$ cat config.mk
export PLATFORM = sky130hd
export DESIGN_NAME = i2c_master_bit_engine_core
export DESIGN_NICKNAME = d
export VERILOG_FILES = /design/src/rtl/i2cbe_pkg.sv /design/src/rtl/i2cbe_shift.sv /design/src/rtl/i2cbe_seq.sv /design/src/rtl/i2c_master_bit_engine_core.sv
export SDC_FILE = /design/constraint.sdc
export NUM_CORES = 1
export LEC_CHECK = 0
export BUFFER_PORTS_ARGS = -buffer_cell sky130_fd_sc_hd__buf_2
export CORE_ASPECT_RATIO = 1.5
export CORE_UTILIZATION = 30
export DETAILED_ROUTE_END_ITERATION = 10
export MAX_ROUTING_LAYER = met4
export PLACE_DENSITY = 0.54
export SYNTH_ARGS = -nofsm -noshare
export SYNTH_HDL_FRONTEND = slang
export SYNTH_HIERARCHICAL = 1
export SYNTH_SLANG_ARGS = --single-unit
$ cat constraint.sdc
create_clock -name clk_i -period 2.1 [get_ports clk_i]
set_input_delay 0.42 -clock clk_i [delete_from_list [all_inputs] [get_ports clk_i]]
set_output_delay 0.42 -clock clk_i [all_outputs]
set_load 0.02 [all_outputs]
$ cat src/rtl/i2cbe_pkg.sv
package i2cbe_pkg;

  localparam int unsigned DataBits = 8;
  localparam int unsigned CntW     = $clog2(DataBits);

  // command codes
  localparam logic [2:0] OpStart   = 3'd0;
  localparam logic [2:0] OpStop    = 3'd1;
  localparam logic [2:0] OpSend    = 3'd2;
  localparam logic [2:0] OpRecv    = 3'd3;
  localparam logic [2:0] OpSendAck = 3'd4;
  localparam logic [2:0] OpRecvAck = 3'd5;

  // per-step control from sequencer to shifter
  typedef struct packed {
    logic shift_tx;   // drop the bit just driven
    logic sample;     // take one SDA sample into the rx register
    logic rx_valid;   // show received byte on this result
    logic ack_valid;  // show sampled ack on this result
  } step_ctrl_t;

  // pin levels after a write, 1 = released
  typedef struct packed {
    logic scl;
    logic sda;
  } pins_t;

endpackage

$ cat src/rtl/i2cbe_shift.sv
module i2cbe_shift (
  input  logic                             clk_i,
  input  logic                             load_i,
  input  logic [i2cbe_pkg::DataBits-1:0]   tx_byte_i,
  input  logic                             ack_out_i,
  input  logic [i2cbe_pkg::DataBits-1:0]   sda_samples_i,
  input  logic                             step_i,
  input  i2cbe_pkg::step_ctrl_t            ctrl_i,
  output logic                             tx_msb_o,
  output logic                             ack_out_o,
  output logic [i2cbe_pkg::DataBits-1:0]   rx_byte_o,
  output logic                             ack_in_o
);
  import i2cbe_pkg::*;

  logic [DataBits-1:0] tx_sr_q, tx_sr_d;
  logic [DataBits-1:0] smp_sr_q, smp_sr_d;
  logic [DataBits-1:0] rx_sr_q, rx_sr_d;
  logic                ack_q, ack_d;

  always_comb begin
    tx_sr_d  = tx_sr_q;
    smp_sr_d = smp_sr_q;
    rx_sr_d  = rx_sr_q;
    ack_d    = ack_q;
    if (load_i) begin
      tx_sr_d  = tx_byte_i;
      smp_sr_d = sda_samples_i;
      ack_d    = ack_out_i;
    end else if (step_i) begin
      if (ctrl_i.shift_tx) begin
        tx_sr_d = {tx_sr_q[DataBits-2:0], 1'b0};
      end
      if (ctrl_i.sample) begin
        rx_sr_d  = {rx_sr_q[DataBits-2:0], smp_sr_q[DataBits-1]};
        smp_sr_d = {smp_sr_q[DataBits-2:0], 1'b0};
      end
    end
  end

  // payload only, no reset
  always_ff @(posedge clk_i) begin
    tx_sr_q  <= tx_sr_d;
    smp_sr_q <= smp_sr_d;
    rx_sr_q  <= rx_sr_d;
    ack_q    <= ack_d;
  end

  assign tx_msb_o  = tx_sr_q[DataBits-1];
  assign ack_out_o = ack_q;
  assign rx_byte_o = ctrl_i.rx_valid ? rx_sr_q : '0;
  assign ack_in_o  = ctrl_i.ack_valid & smp_sr_q[DataBits-1];

endmodule

$ cat src/rtl/i2cbe_seq.sv
module i2cbe_seq (
  input  logic                   clk_i,
  input  logic                   rst_ni,
  input  logic                   accept_i,
  input  logic [2:0]             operation_i,
  input  logic                   step_i,
  input  logic                   tx_msb_i,
  input  logic                   ack_out_i,
  output logic                   busy_o,
  output logic                   last_o,
  output i2cbe_pkg::step_ctrl_t  ctrl_o,
  output i2cbe_pkg::pins_t       pins_o
);
  import i2cbe_pkg::*;

  logic            busy_q, busy_d;
  logic [2:0]      op_q, op_d;
  logic [1:0]      ph_q, ph_d;
  logic [CntW-1:0] bit_q, bit_d;
  pins_t           pins_q, pins_d;
  logic            last_bit;

  assign last_bit = (bit_q == CntW'(DataBits - 1));

  always_comb begin
    busy_d = busy_q;
    op_d   = op_q;
    ph_d   = ph_q;
    bit_d  = bit_q;
    pins_d = pins_q;
    last_o = 1'b0;
    ctrl_o = '0;

    if (accept_i) begin
      busy_d = (operation_i <= OpRecvAck);
      op_d   = operation_i;
      ph_d   = '0;
      bit_d  = '0;
    end else if (step_i) begin
      ph_d = ph_q + 2'd1;
      case (op_q)
        OpStart: begin
          case (ph_q)
            2'd0:    pins_d.sda = 1'b1;
            2'd1:    pins_d.scl = 1'b1;
            2'd2:    pins_d.sda = 1'b0;
            default: begin
              pins_d.scl = 1'b0;
              last_o     = 1'b1;
            end
          endcase
        end
        OpStop: begin
          case (ph_q)
            2'd0:    pins_d.sda = 1'b0;
            2'd1:    pins_d.scl = 1'b1;
            default: begin
              pins_d.sda = 1'b1;
              last_o     = 1'b1;
            end
          endcase
        end
        OpSend: begin
          case (ph_q)
            2'd0:    pins_d.sda = tx_msb_i;
            2'd1:    pins_d.scl = 1'b1;
            default: begin
              pins_d.scl      = 1'b0;
              ctrl_o.shift_tx = 1'b1;
              last_o          = last_bit;
              ph_d            = 2'd0;
              bit_d           = bit_q + 1'b1;
            end
          endcase
        end
        OpRecv: begin
          case (ph_q)
            2'd0:    pins_d.sda = 1'b1;
            2'd1: begin
              pins_d.scl    = 1'b1;
              ctrl_o.sample = 1'b1;
            end
            default: begin
              pins_d.scl      = 1'b0;
              ctrl_o.rx_valid = last_bit;
              last_o          = last_bit;
              ph_d            = 2'd1;
              bit_d           = bit_q + 1'b1;
            end
          endcase
        end
        OpSendAck: begin
          case (ph_q)
            2'd0:    pins_d.sda = ack_out_i;
            2'd1:    pins_d.scl = 1'b1;
            default: begin
              pins_d.scl = 1'b0;
              last_o     = 1'b1;
            end
          endcase
        end
        OpRecvAck: begin
          case (ph_q)
            2'd0:    pins_d.sda = 1'b1;
            2'd1:    pins_d.scl = 1'b1;
            default: begin
              pins_d.scl       = 1'b0;
              ctrl_o.ack_valid = 1'b1;
              last_o           = 1'b1;
            end
          endcase
        end
        default: last_o = 1'b1;
      endcase
      if (last_o) begin
        busy_d = 1'b0;
        bit_d  = '0;
      end
    end
  end

  always_ff @(posedge clk_i or negedge rst_ni) begin
    if (!rst_ni) begin
      busy_q <= 1'b0;
      op_q   <= OpStart;
      ph_q   <= '0;
      bit_q  <= '0;
      pins_q <= '1;
    end else begin
      busy_q <= busy_d;
      op_q   <= op_d;
      ph_q   <= ph_d;
      bit_q  <= bit_d;
      pins_q <= pins_d;
    end
  end

  assign busy_o = busy_q;
  assign pins_o = pins_d;

endmodule

$ cat src/rtl/i2c_master_bit_engine_core.sv
// Channel   Dir  Handshake                      Contents
// s_axis    in   s_axis_tvalid / s_axis_tready  one command per transaction
// m_axis    out  m_axis_tvalid / m_axis_tready  one pin write per transaction
//
// Pin writes per command: start 4, stop 3, send byte 24, receive byte 17,
// send/receive ack 3; they leave one per cycle while the sink keeps up.
// Unused codes are taken and produce nothing. The phase sequencer steps
// once per result; bits move through the shift registers at most one per
// step. A new command can be taken while the last write of the previous
// one is held in the output register.
// Reset: both lines released, engine idle. A stalled sink holds the output
// register and freezes the sequencer.
module i2c_master_bit_engine_core (
  input  logic        clk_i,
  input  logic        rst_ni,
  input  logic        s_axis_tvalid,
  output logic        s_axis_tready,
  // [2:0] operation, [10:3] tx_byte, [11] ack_out, [19:12] sda_samples
  input  logic [23:0] s_axis_tdata,
  output logic        m_axis_tvalid,
  input  logic        m_axis_tready,
  // [0] scl_level, [1] sda_level, [9:2] rx_byte, [10] ack_in
  output logic [15:0] m_axis_tdata,
  output logic        m_axis_tlast
);
  import i2cbe_pkg::*;

  logic                accept;
  logic                step;
  logic                busy;
  logic                last;
  step_ctrl_t          ctrl;
  pins_t               pins;
  logic                tx_msb;
  logic                ack_out;
  logic [DataBits-1:0] rx_byte;
  logic                ack_in;

  logic        m_valid_q, m_valid_d;
  logic [15:0] m_data_q, m_data_d;
  logic        m_last_q, m_last_d;

  assign s_axis_tready = !busy;
  assign accept        = s_axis_tvalid && s_axis_tready;
  // one pin write per step, only when the output register can take it
  assign step          = busy && (!m_valid_q || m_axis_tready);

  i2cbe_seq u_seq (
    .clk_i      (clk_i),
    .rst_ni     (rst_ni),
    .accept_i   (accept),
    .operation_i(s_axis_tdata[2:0]),
    .step_i     (step),
    .tx_msb_i   (tx_msb),
    .ack_out_i  (ack_out),
    .busy_o     (busy),
    .last_o     (last),
    .ctrl_o     (ctrl),
    .pins_o     (pins)
  );

  i2cbe_shift u_shift (
    .clk_i        (clk_i),
    .load_i       (accept),
    .tx_byte_i    (s_axis_tdata[10:3]),
    .ack_out_i    (s_axis_tdata[11]),
    .sda_samples_i(s_axis_tdata[19:12]),
    .step_i       (step),
    .ctrl_i       (ctrl),
    .tx_msb_o     (tx_msb),
    .ack_out_o    (ack_out),
    .rx_byte_o    (rx_byte),
    .ack_in_o     (ack_in)
  );

  // output register
  always_comb begin
    m_valid_d = m_valid_q;
    m_data_d  = m_data_q;
    m_last_d  = m_last_q;
    if (step) begin
      m_valid_d = 1'b1;
      m_data_d  = {5'd0, ack_in, rx_byte, pins.sda, pins.scl};
      m_last_d  = last;
    end else if (m_axis_tready) begin
      m_valid_d = 1'b0;
    end
  end

  always_ff @(posedge clk_i or negedge rst_ni) begin
    if (!rst_ni) begin
      m_valid_q <= 1'b0;
    end else begin
      m_valid_q <= m_valid_d;
    end
  end

  always_ff @(posedge clk_i) begin
    m_data_q <= m_data_d;
    m_last_q <= m_last_d;
  end

  assign m_axis_tvalid = m_valid_q;
  assign m_axis_tdata  = m_data_q;
  assign m_axis_tlast  = m_last_q;

`ifndef NO_ASSERTIONS
  // every command ends with SCL low, except stop which leaves both released
  a_last_pins: assert property (@(posedge clk_i) disable iff (!rst_ni)
    (m_axis_tvalid && m_axis_tlast) |->
      (!m_axis_tdata[0] || (m_axis_tdata[0] && m_axis_tdata[1])))
    else $error("command ended with SCL high and SDA low");

  // a legal command keeps the engine busy in the next cycle
  a_accept_busy: assert property (@(posedge clk_i) disable iff (!rst_ni)
    (accept && (s_axis_tdata[2:0] <= OpRecvAck)) |=> !s_axis_tready)
    else $error("legal command did not start the sequencer");

  // the final write of a command frees the input side
  a_last_frees: assert property (@(posedge clk_i) disable iff (!rst_ni)
    (step && last) |=> (s_axis_tready && m_axis_tvalid && m_axis_tlast))
    else $error("engine still busy after final pin write");
`endif

endmodule

==> results.py, run 1 <==
metrics = {
    "logic_synthesis": {
        "post_synth_edffs": 37,
        "postSynthCellCount": 174,
        "synth-main-ff-cell": "edfxtp_1",
        "synth.lib_cells_used.distinct": 48,
        "post_synth.cell_area_avg_um2": 13.6,
        "netlist.top_cell.by_area": "edfxtp_1",
        "synthesis.area_um2": 2360,
        "yosys_warnings": 6,
        "post_synth_arst_share": 0.245,
        "post_synth_main_area_contributors": "edfxtp_1, dfrtp_1, mux2_2",
        "synth_sequential_area_ratio": 0.599,
        "ys_ff_latch": 49,
        "synth.top_cell.area_share": 0.471,
    },
    "place": {
        "gp_congestion": 0.831,
        "dp_hpwl_mm": 2.99,
        "postPlaceCellArea_um2": 2690,
        "portBuffers": 37,
    },
    "clock_tree": {
        "insertion_delay_ns": 0.29,
        "post_cts_hold_buffer_count": 0,
        "clock_sinks": 49,
        "cts_htree_levels": 2,
        "tritoncts": "yes",
        "clockBufferDepth": 2,
        "clock_tree.root_cell": "clkbuf_16",
        "setup_repair_bufs_after_cts": 0,
        "clkSlewWorstSetupHoldPaths_ns": 0.07,
        "cts-buffers-inserted": 5,
        "post_cts.resized_instances": 0,
    },
    "floorplanning": {
        "dieWidth_um": 74.4,
        "die_h_um": 111,
        "die_area_um2": 8230,
        "fp.coreArea_um2": 7610,
        "placementRows": 39,
        "floorplan.initialDensity": 0.310,
        "pin_count": 47,
    },
    "timing": {
        "fmax_mhz": 494,
        "clock_skew_ns": 0.00737,
        "min_hold_slack_ns": 0.0146,
        "min_tclk_post_route_ns": 2.02,
        "final-setup-viol-count": 0,
        "grt_setup_unrepaired": "false",
        "report.final.hold_viol_count": 0,
        "timing_max_transition_violations_final": 0,
        "setup-tns-final_ns": 0,
        "final_min_period_over_clock_period": 0.964,
    },
    "routing": {
        "routed_via_density": 4.54,
        "drc": 0,
        "detail_route.wirelength.met1_mm": 1.81,
        "count_of_antenna_violating_nets_left_after_detailed_routing": 0,
        "route.final.wire_length_mm": 4.36,
        "wl_met3_um": 160,
        "detailedRoute.firstIterationViolations": 66,
        "vias": 1476,
        "top_layer_used": "met4",
        "wl_met2_mm": 2.27,
        "1st_pass_router_iterations": 4,
        "detail_route.wl_per_cell_um": 13.4,
    },
    "global_routing": {
        "pin_count_of_the_biggest_net_entering_global_routing": 32,
        "antenna_found_initial": 0,
        "vias_in_the_first_global_route": 1497,
        "track_usage": 0.121,
        "wire_length_of_the_first_global_routing_pass_mm": 7.25,
        "grt-ovfl-total": 0,
    },
    "job": {
        "drv_cap": 0,
    },
    "critical_path": {
        "worstPathMaxFanout": 8,
        "critPathLaunchType": "flip-flop",
        "crit_arrival_ns": 2.00,
        "worst-endpoint-required_ns": 2.08,
        "crit_end_category": "flip-flop",
        "worstSetupPathType": "reg2reg",
    },
    "power_and_ir_drop": {
        "static-leakage-power_nw": 1.16,
        "power_density_nw_per_um2": 1370,
        "peakVddDrop_uv": 527,
    },
    "cells_and_area": {
        "design_area_um2": 2860,
        "layout.cells.most_common_list": "buf_2, edfxtp_1, buf_4, mux2_2, dfrtp_1",
        "synthToLayoutAreaGrowth_pct": 21.2,
        "diode_count": 0,
        "layout-drive-gt1-share": 0.390,
        "nets": 257,
    },
    "outcome": {
        "status": "finished clean",
    },
    "worst_hold_path": {
        "worst_hold_path_type": "in2async",
    },
}
synth_stat cells (5+ instances only):
cell       n
dfrtp_1   10
nand2b_1   6
buf_4      5
nand2_1    8
nor2_1     9
ha_1       7
mux2_2    11
mux2_4     5
o21ai_0    5
edfxtp_1  37
and2_1     9
where the power goes:
part	internal (W)	switching, W	total, W	leakage (nW)
combinational	0.000637	0.000821	0.00146	0.581
clock	0.000564	0.000354	0.000918	0.0842
sequential	0.00139	0.000153	0.00154	0.496
total	0.00259	0.00133	0.00392	1.16
sequential cells by signal, indices dropped and copies added (netlist names):
register and cells:
m_axis_tdata 11, m_axis_tvalid 1, u_seq/ph_q 2, u_seq/busy_o 1
u_seq/op_q 3, u_shift/tx_sr_q 8, u_shift/ack_out_o 1, u_shift/smp_sr_q 8
u_seq/pins_q 2, m_axis_tlast 1, u_shift/rx_sr_q 8, u_seq/bit_q 3
cell families after synthesis:
logic type | after synthesis | share of synthesized area
AND/OR/NAND/NOR | 52 | 0.132
flip-flops | 49 | 0.599
AO/OA/AOI/OAI | 29 | 0.0859
multiplexers | 19 | 0.0970
buffers and inverters | 17 | 0.0472
adder cells (fa/ha/maj) | 7 | 0.0371
other | 1 | 0.00159
critical path: stages (launching register included):
cell and delay (ns):
dfrtp_1 0.48, inv_1 0.10, ha_1 0.22, or4_4 0.54, nor2_1 0.10, a21o_2 0.26
worst paths after layout:
kind	startpoint	endpoint	slack, ns	cells past startpoint
max in group asynchronous	rst_ni	u_seq/pins_q[0]	1.79	1
hold / removal	rst_ni	m_axis_tvalid	0.01	1
hold reg to reg	u_shift/rx_sr_q[0]	u_shift/rx_sr_q[1]	0.44	0
min in group clk_i	s_axis_tdata[11]	u_shift/ack_out_o	0.31	1
setup / recovery	u_seq/ph_q[0]	u_shift/tx_sr_q[5]	0.08	5
setup reg to reg	u_seq/ph_q[0]	u_shift/tx_sr_q[5]	0.08	5
per-layer routing:
| metal | GRT usage | vias up |
|---|---|---|
| met5 | - | - |
| met4 | 0.0591 | 0 |
| met3 | 0.0292 | 7 |
| met2 | 0.192 | 44 |
| met1 | 0.140 | 705 |
| li1 | - | 720 |
stage by stage:
| stage | setup WS, ns | util | total power [W] | instances |
|---|---|---|---|---|
| 6_report | 0.0764 | 0.376 | 0.00392 | 325 |
| 5_1_grt | 0.000877 | 0.376 | 0.00419 | 325 |
| 4_1_cts | 0.0841 | 0.376 | 0.00397 | 325 |
| 3_5_place_dp | 0.0796 | 0.354 | 0.00303 | 317 |
| 3_3_place_gp | 0.0932 | 0.354 | 0.00299 | 317 |
| 2_1_floorplan | 0.0604 | - | 0.00258 | 178 |
area by class of cell:
class	instances	area [µm²]
repair buffers	50	283
clock buffers	5	125
well taps	102	128
fillers	756	4750
flip-flops and latches	49	1410
clock inverters	3	43.8
inverters	4	15.0
multi-input cells	112	852
Power figures use the tool's default switching activity.
==> run 2, diff against run 1 <==
--- a/config.mk
+++ b/config.mk
@@ -5,12 +5,13 @@
 export SDC_FILE = /design/constraint.sdc
 export NUM_CORES = 1
 export LEC_CHECK = 0
+export ABC_AREA = 1
 export BUFFER_PORTS_ARGS = -buffer_cell sky130_fd_sc_hd__buf_2
 export CORE_ASPECT_RATIO = 1.5
-export CORE_UTILIZATION = 30
+export CORE_UTILIZATION = 25
 export DETAILED_ROUTE_END_ITERATION = 10
 export MAX_ROUTING_LAYER = met4
-export PLACE_DENSITY = 0.54
+export PLACE_DENSITY = 0.48
 export SYNTH_ARGS = -nofsm -noshare
 export SYNTH_HDL_FRONTEND = slang
 export SYNTH_HIERARCHICAL = 1
==> run 2 against run 1 <==
Against the previous run: sequential share of layout area grew 0.50 points; routed wire length grew 2.1%; fmax grew 9.5%; area after synthesis grew 0.58%; register-to-register slack improved by 0.18 ns; non-clock buffer count fell by 7; clock power fell by 11%; worst hold slack worse by 0.0089 ns; synthesized cell count up 34%; critical endpoint is now u_shift/smp_sr_q[2]; final area fell by 1.0%.
==> results.py, run 2 <==
metrics = {
    "outcome": {
        "status": "finished clean",
    },
    "floorplanning": {
        "dieWidth_um": 81.6,
        "die_h_um": 121,
        "fp.coreArea_um2": 9250,
        "floorplan.initialDensity": 0.256,
        "die_area_um2": 9900,
        "placementRows": 43,
        "pin_count": 47,
    },
    "clock_tree": {
        "cts_htree_levels": 2,
        "clockBufferDepth": 2,
        "tritoncts": "yes",
        "cts-buffers-inserted": 5,
        "post_cts_hold_buffer_count": 0,
        "clkSlewWorstSetupHoldPaths_ns": 0.07,
        "setup_repair_bufs_after_cts": 0,
        "clock_sinks": 49,
        "post_cts.resized_instances": 0,
        "clock_tree.root_cell": "clkbuf_16",
        "insertion_delay_ns": 0.29,
    },
    "cells_and_area": {
        "design_area_um2": 2830,
        "diode_count": 0,
        "layout-drive-gt1-share": 0.280,
        "final_common_cell": "nand2_1",
        "layout.cells.most_common_list": "nand2_1, buf_2, edfxtp_1, inv_1, nor2_1",
        "largest_register_ff_count": 11,
        "multi_input_area_um2": 790,
        "layout.filler_cells": 1027,
        "synthToLayoutAreaGrowth_pct": 19.3,
        "seqCellArea_um2": 1410,
        "nets": 313,
    },
    "logic_synthesis": {
        "synth.top_cell.area_share": 0.468,
        "synth.lib_cells_used.distinct": 32,
        "post_synth_main_area_contributors": "edfxtp_1, nand2_1, dfrtp_1",
        "post_synth_arst_share": 0.245,
        "synth-compound-area-share": 0.0590,
        "post_synth.cell_area_avg_um2": 10.1,
        "synthesis.area_um2": 2370,
        "postSynthCellCount": 234,
        "netlist.top_cell.by_area": "edfxtp_1",
        "synth_most_common_cell": "nand2_1",
        "xor_and_xnor_fraction_of_the_mapped_netlist_area": 0,
        "synth.cells.most_frequent": "nand2_1, edfxtp_1, inv_1",
        "synth_sequential_area_ratio": 0.596,
        "portion_of_netlist_area_occupied_by_mux_cells": 0,
        "yosys_warnings": 6,
        "synth-main-ff-cell": "edfxtp_1",
        "synth_simple_gate_area_share": 0.224,
        "post_synth_edffs": 37,
        "dominant_combinational_cell_family_by_area_after_synthesis": "simple AND/OR/NAND/NOR gates",
        "ys_ff_latch": 49,
        "yosys.area_share.adder": 0.0369,
    },
    "timing": {
        "grt_setup_unrepaired": "false",
        "clock_skew_ns": 0.00867,
        "report.final.hold_viol_count": 0,
        "min_tclk_post_route_ns": 1.85,
        "final-setup-viol-count": 0,
        "min_hold_slack_ns": 0.00577,
        "final_min_period_over_clock_period": 0.880,
        "fmax_mhz": 541,
        "setup-tns-final_ns": 0,
        "timing_max_transition_violations_final": 0,
    },
    "power_and_ir_drop": {
        "static-leakage-power_nw": 1.31,
        "peakVddDrop_uv": 596,
        "power_density_nw_per_um2": 1360,
    },
    "routing": {
        "drc": 0,
        "vias": 1655,
        "detailedRoute.firstIterationViolations": 121,
        "1st_pass_router_iterations": 4,
        "routed_via_density": 4.23,
        "route.final.wire_length_mm": 4.45,
        "detail_route.wl_per_cell_um": 11.4,
        "count_of_antenna_violating_nets_left_after_detailed_routing": 0,
    },
    "global_routing": {
        "track_usage": 0.105,
        "pin_count_of_the_biggest_net_entering_global_routing": 26,
        "vias_in_the_first_global_route": 1659,
        "grt-ovfl-total": 0,
        "antenna_found_initial": 0,
        "wire_length_of_the_first_global_routing_pass_mm": 7.57,
    },
    "place": {
        "gp_congestion": 0.796,
        "dp_hpwl_mm": 3.19,
        "portBuffers": 37,
        "postPlaceCellArea_um2": 2680,
    },
    "critical_path": {
        "worstSetupPathType": "reg2reg",
        "cell_by_cell_listing_of_the_critical_path": "inv_1, ha_1, nand3_1, nor2_1, nand2_1, nand2_1",
        "path_buf_inv": 1,
        "worst-endpoint-required_ns": 2.05,
        "cp_slowest_cell": "dfrtp_1",
        "crit_arrival_ns": 1.80,
        "worst_path_dominant_cell_family": "simple AND/OR/NAND/NOR gates",
        "worstPathMaxFanout": 8,
        "crit_path_frequent_cell": "nand2_1",
        "cp_slowest_stage_delay_ns": 0.42,
        "crit_end_category": "flip-flop",
        "critPathLaunchType": "flip-flop",
    },
    "worst_hold_path": {
        "worst_hold_path_type": "in2async",
    },
    "job": {
        "drv_cap": 0,
    },
}
[run 2: final timing paths]
check / from / end / slack [ns] / depth (start not counted)
min in group clk_i: s_axis_tdata[11] / u_shift/ack_out_o / 0.30 / 1
max reg2reg: u_seq/ph_q[1] / u_shift/smp_sr_q[2] / 0.25 / 6
max: u_seq/ph_q[1] / u_shift/smp_sr_q[2] / 0.25 / 6
max in group asynchronous: rst_ni / u_seq/pins_q[0] / 1.81 / 1
min: rst_ni / u_seq/op_q[2] / 0.006 / 1
min reg2reg: u_shift/rx_sr_q[0] / u_shift/rx_sr_q[1] / 0.46 / 0
[run 2: metrics by stage]
step | util | total power (W) | std cells | setup slack, ns
after floorplan | - | 0.00271 | 238 | 0.109
after global placement | 0.289 | 0.00305 | 383 | 0.204
after detailed placement | 0.289 | 0.00308 | 383 | 0.196
after CTS | 0.306 | 0.00392 | 391 | 0.166
after global routing | 0.306 | 0.00415 | 391 | 0.0695
final | 0.306 | 0.00386 | 391 | 0.252
[run 2: where the power goes]
| part | total, W | internal, W | switching [W] |
|---|---|---|---|
| registers | 0.00158 | 0.00142 | 0.000163 |
| logic | 0.00146 | 0.000491 | 0.000971 |
| clock network | 0.000821 | 0.000450 | 0.000371 |
| total | 0.00386 | 0.00236 | 0.00151 |
[run 2: cell families after synthesis]
group,after synthesis
fa+ha+maj,7
compound gates,23
other cells,1
flops,49
simple gates,117
buf+inv,37
[run 2: cell type report]
type,instances,share of cell area
multi-input cells,152,0.279
clock inverters,3,0.00928
inverters,27,0.0376
flip-flops and latches,49,0.499
well taps,112,0.0495
clock buffers,5,0.0442
repair buffers,43,0.0813
[run 2: metal layers]
layer | GRT usage | part of all wire
met4 | 0.0424 | 0.016
met2 | 0.178 | 0.52
met3 | 0.0233 | 0.042
met5 | - | 0
met1 | 0.116 | 0.43
[run 2: worst register-to-register path, cell delays in order, from the launching register on]
cell and delay (ns):
dfrtp_1 0.42, inv_1 0.16, ha_1 0.30, nand3_1 0.15, nor2_1 0.12, nand2_1 0.07, nand2_1 0.29
==> run 3, diff against run 2 <==
--- a/config.mk
+++ b/config.mk
@@ -8,6 +8,7 @@
 export ABC_AREA = 1
 export BUFFER_PORTS_ARGS = -buffer_cell sky130_fd_sc_hd__buf_2
 export CORE_ASPECT_RATIO = 1.5
+export CORE_MARGIN = 2
 export CORE_UTILIZATION = 25
 export DETAILED_ROUTE_END_ITERATION = 10
 export MAX_ROUTING_LAYER = met4
==> run 3 against run 2 <==
Against the previous run: die area rose by 4.1%; routed wire length rose by 0.63%; critical endpoint is now u_shift/smp_sr_q[7]; clock-buffer cell count did not move; first-iteration DRC count fell by 60%; final cell count did not move; sequential cell count did not move.
==> results.py, run 3 (synthesis gave the netlist of run 2 again) <==
metrics = {
    "outcome": {
        "status": "finished clean",
    },
    "clock_tree": {
        "clockBufferDepth": 2,
        "clkSlewWorstSetupHoldPaths_ns": 0.07,
        "clock_sinks": 49,
        "setup_repair_bufs_after_cts": 0,
        "cts-buffers-inserted": 5,
        "insertion_delay_ns": 0.29,
        "clock_tree.root_cell": "clkbuf_16",
        "cts_htree_levels": 2,
        "tritoncts": "yes",
    },
    "cells_and_area": {
        "layoutNonFillerInstCount": 391,
        "layout.filler_cells": 997,
        "largest_register_ff_count": 11,
        "synthToLayoutAreaGrowth_pct": 19.3,
        "final_common_cell": "nand2_1",
        "diode_count": 0,
        "design_area_um2": 2830,
        "multi_input_area_um2": 790,
        "nets": 313,
        "layout-drive-gt1-share": 0.280,
        "layout.cells.most_common_list": "nand2_1, buf_2, edfxtp_1, inv_1, nor2_1",
        "seqCellArea_um2": 1410,
    },
    "timing": {
        "final-setup-viol-count": 0,
        "report.final.hold_viol_count": 0,
        "fmax_mhz": 543,
        "setup_slack_ns": 0.257,
        "final_min_period_over_clock_period": 0.877,
        "timing_max_transition_violations_final": 0,
        "clock_skew_ns": 0.00640,
        "min_tclk_post_route_ns": 1.84,
        "setup-tns-final_ns": 0,
        "grt_setup_unrepaired": "false",
    },
    "critical_path": {
        "worstPathMaxFanout": 8,
        "r2r_slack_ns": 0.26,
        "worstSetupPathType": "reg2reg",
        "crit_end_category": "flip-flop",
        "worst-endpoint-required_ns": 2.06,
        "ff2ff_path_depth": 6,
        "rr_endpoint": "u_shift/smp_sr_q[7]",
        "critPathLaunchType": "flip-flop",
        "crit_arrival_ns": 1.80,
        "worst_r2r_startpoint": "u_seq/ph_q[1]",
    },
    "floorplanning": {
        "pin_count": 47,
        "die_area_um2": 10300,
        "die_h_um": 123,
        "dieWidth_um": 83.6,
        "placementRows": 43,
        "floorplan.initialDensity": 0.256,
        "fp.coreArea_um2": 9250,
    },
    "routing": {
        "route.final.wire_length_mm": 4.48,
        "1st_pass_router_iterations": 4,
        "vias": 1635,
        "routed_via_density": 4.18,
        "drc": 0,
        "detailedRoute.firstIterationViolations": 48,
        "count_of_antenna_violating_nets_left_after_detailed_routing": 0,
        "detail_route.wl_per_cell_um": 11.5,
    },
    "global_routing": {
        "wire_length_of_the_first_global_routing_pass_mm": 7.84,
        "pin_count_of_the_biggest_net_entering_global_routing": 26,
        "grt-ovfl-total": 0,
        "antenna_found_initial": 0,
        "track_usage": 0.0986,
        "vias_in_the_first_global_route": 1709,
    },
    "place": {
        "postPlaceCellArea_um2": 2680,
        "portBuffers": 37,
        "dp_hpwl_mm": 3.24,
        "placement.setup.worst_slack_ns": 0.181,
        "placed_cells": 383,
        "gp_congestion": 0.793,
    },
    "job": {
        "drv_cap": 0,
    },
    "power_and_ir_drop": {
        "peakVddDrop_uv": 608,
        "clock_share_of_power": 0.215,
        "pwr-share-comb": 0.374,
        "power_switching_share": 0.388,
        "switchingPower_w": 0.00149,
        "power_density_nw_per_um2": 1360,
        "static-leakage-power_nw": 1.31,
        "cellInternalPower_w": 0.00236,
        "seq_power_share": 0.411,
    },
    "worst_hold_path": {
        "worst_hold_path_type": "in2async",
    },
}
run 3: what timing repair did:
action	CTS	global route
hold buffers	0	0
gates resized for setup	0	1
endpoints found under the setup margin	0	8
run 3: worst max-delay path by stage:
stage,from,slack (ns),end
after detailed placement,u_seq/ph_q[0],0.18,u_shift/tx_sr_q[2]
final,u_seq/ph_q[1],0.26,u_shift/smp_sr_q[7]
after global placement,u_seq/ph_q[0],0.21,u_shift/tx_sr_q[2]
after global routing,u_seq/ph_q[1],0.09,u_shift/smp_sr_q[3]
after CTS,u_seq/ph_q[0],0.17,u_shift/tx_sr_q[2]
after floorplan,m_axis_tvalid,0.11,u_shift/rx_sr_q[0]
run 3: per-stage QoR:
stage               total power [W]   util  hold WS, ns
floorplan                   0.00271      -        0.124
global placement            0.00305  0.289        0.330
detailed placement          0.00307  0.289        0.332
CTS                         0.00392  0.306       0.0132
global route                0.00418  0.306       0.0177
finish                      0.00385  0.306      0.00532
run 3: worst max-delay path, stage by stage (launching register included):
cell,delay (ns)
dfrtp_1,0.42
inv_1,0.16
ha_1,0.30
nand3_1,0.13
nor2_1,0.12
nand2_1,0.08
nand2_1,0.30
run 3: per-layer routing:
layer,vias to the layer above,wire length [µm],track usage
li1,840,-,-
met1,756,1830,0.106
met2,34,2380,0.178
met3,5,203,0.0234
met4,0,62,0.0363
met5,-,0,-
run 3: final cells by class:
cell class / count / area share
flip-flops and latches: 49 / 0.499
clock buffers: 5 / 0.0442
repair buffers: 43 / 0.0813
clock inverters: 3 / 0.00928
well taps: 112 / 0.0495
inverters: 27 / 0.0376
multi-input cells: 152 / 0.279
run 3: power groups by stage:
stage	logic [W]	clock network [W]	registers, W
after floorplan	0.00103	0	0.00168
after detailed placement	0.00147	0	0.00161
after CTS	0.00147	0.000861	0.00159
final	0.00144	0.000828	0.00158
after global placement	0.00145	0	0.00160
after global routing	0.00165	0.000903	0.00162
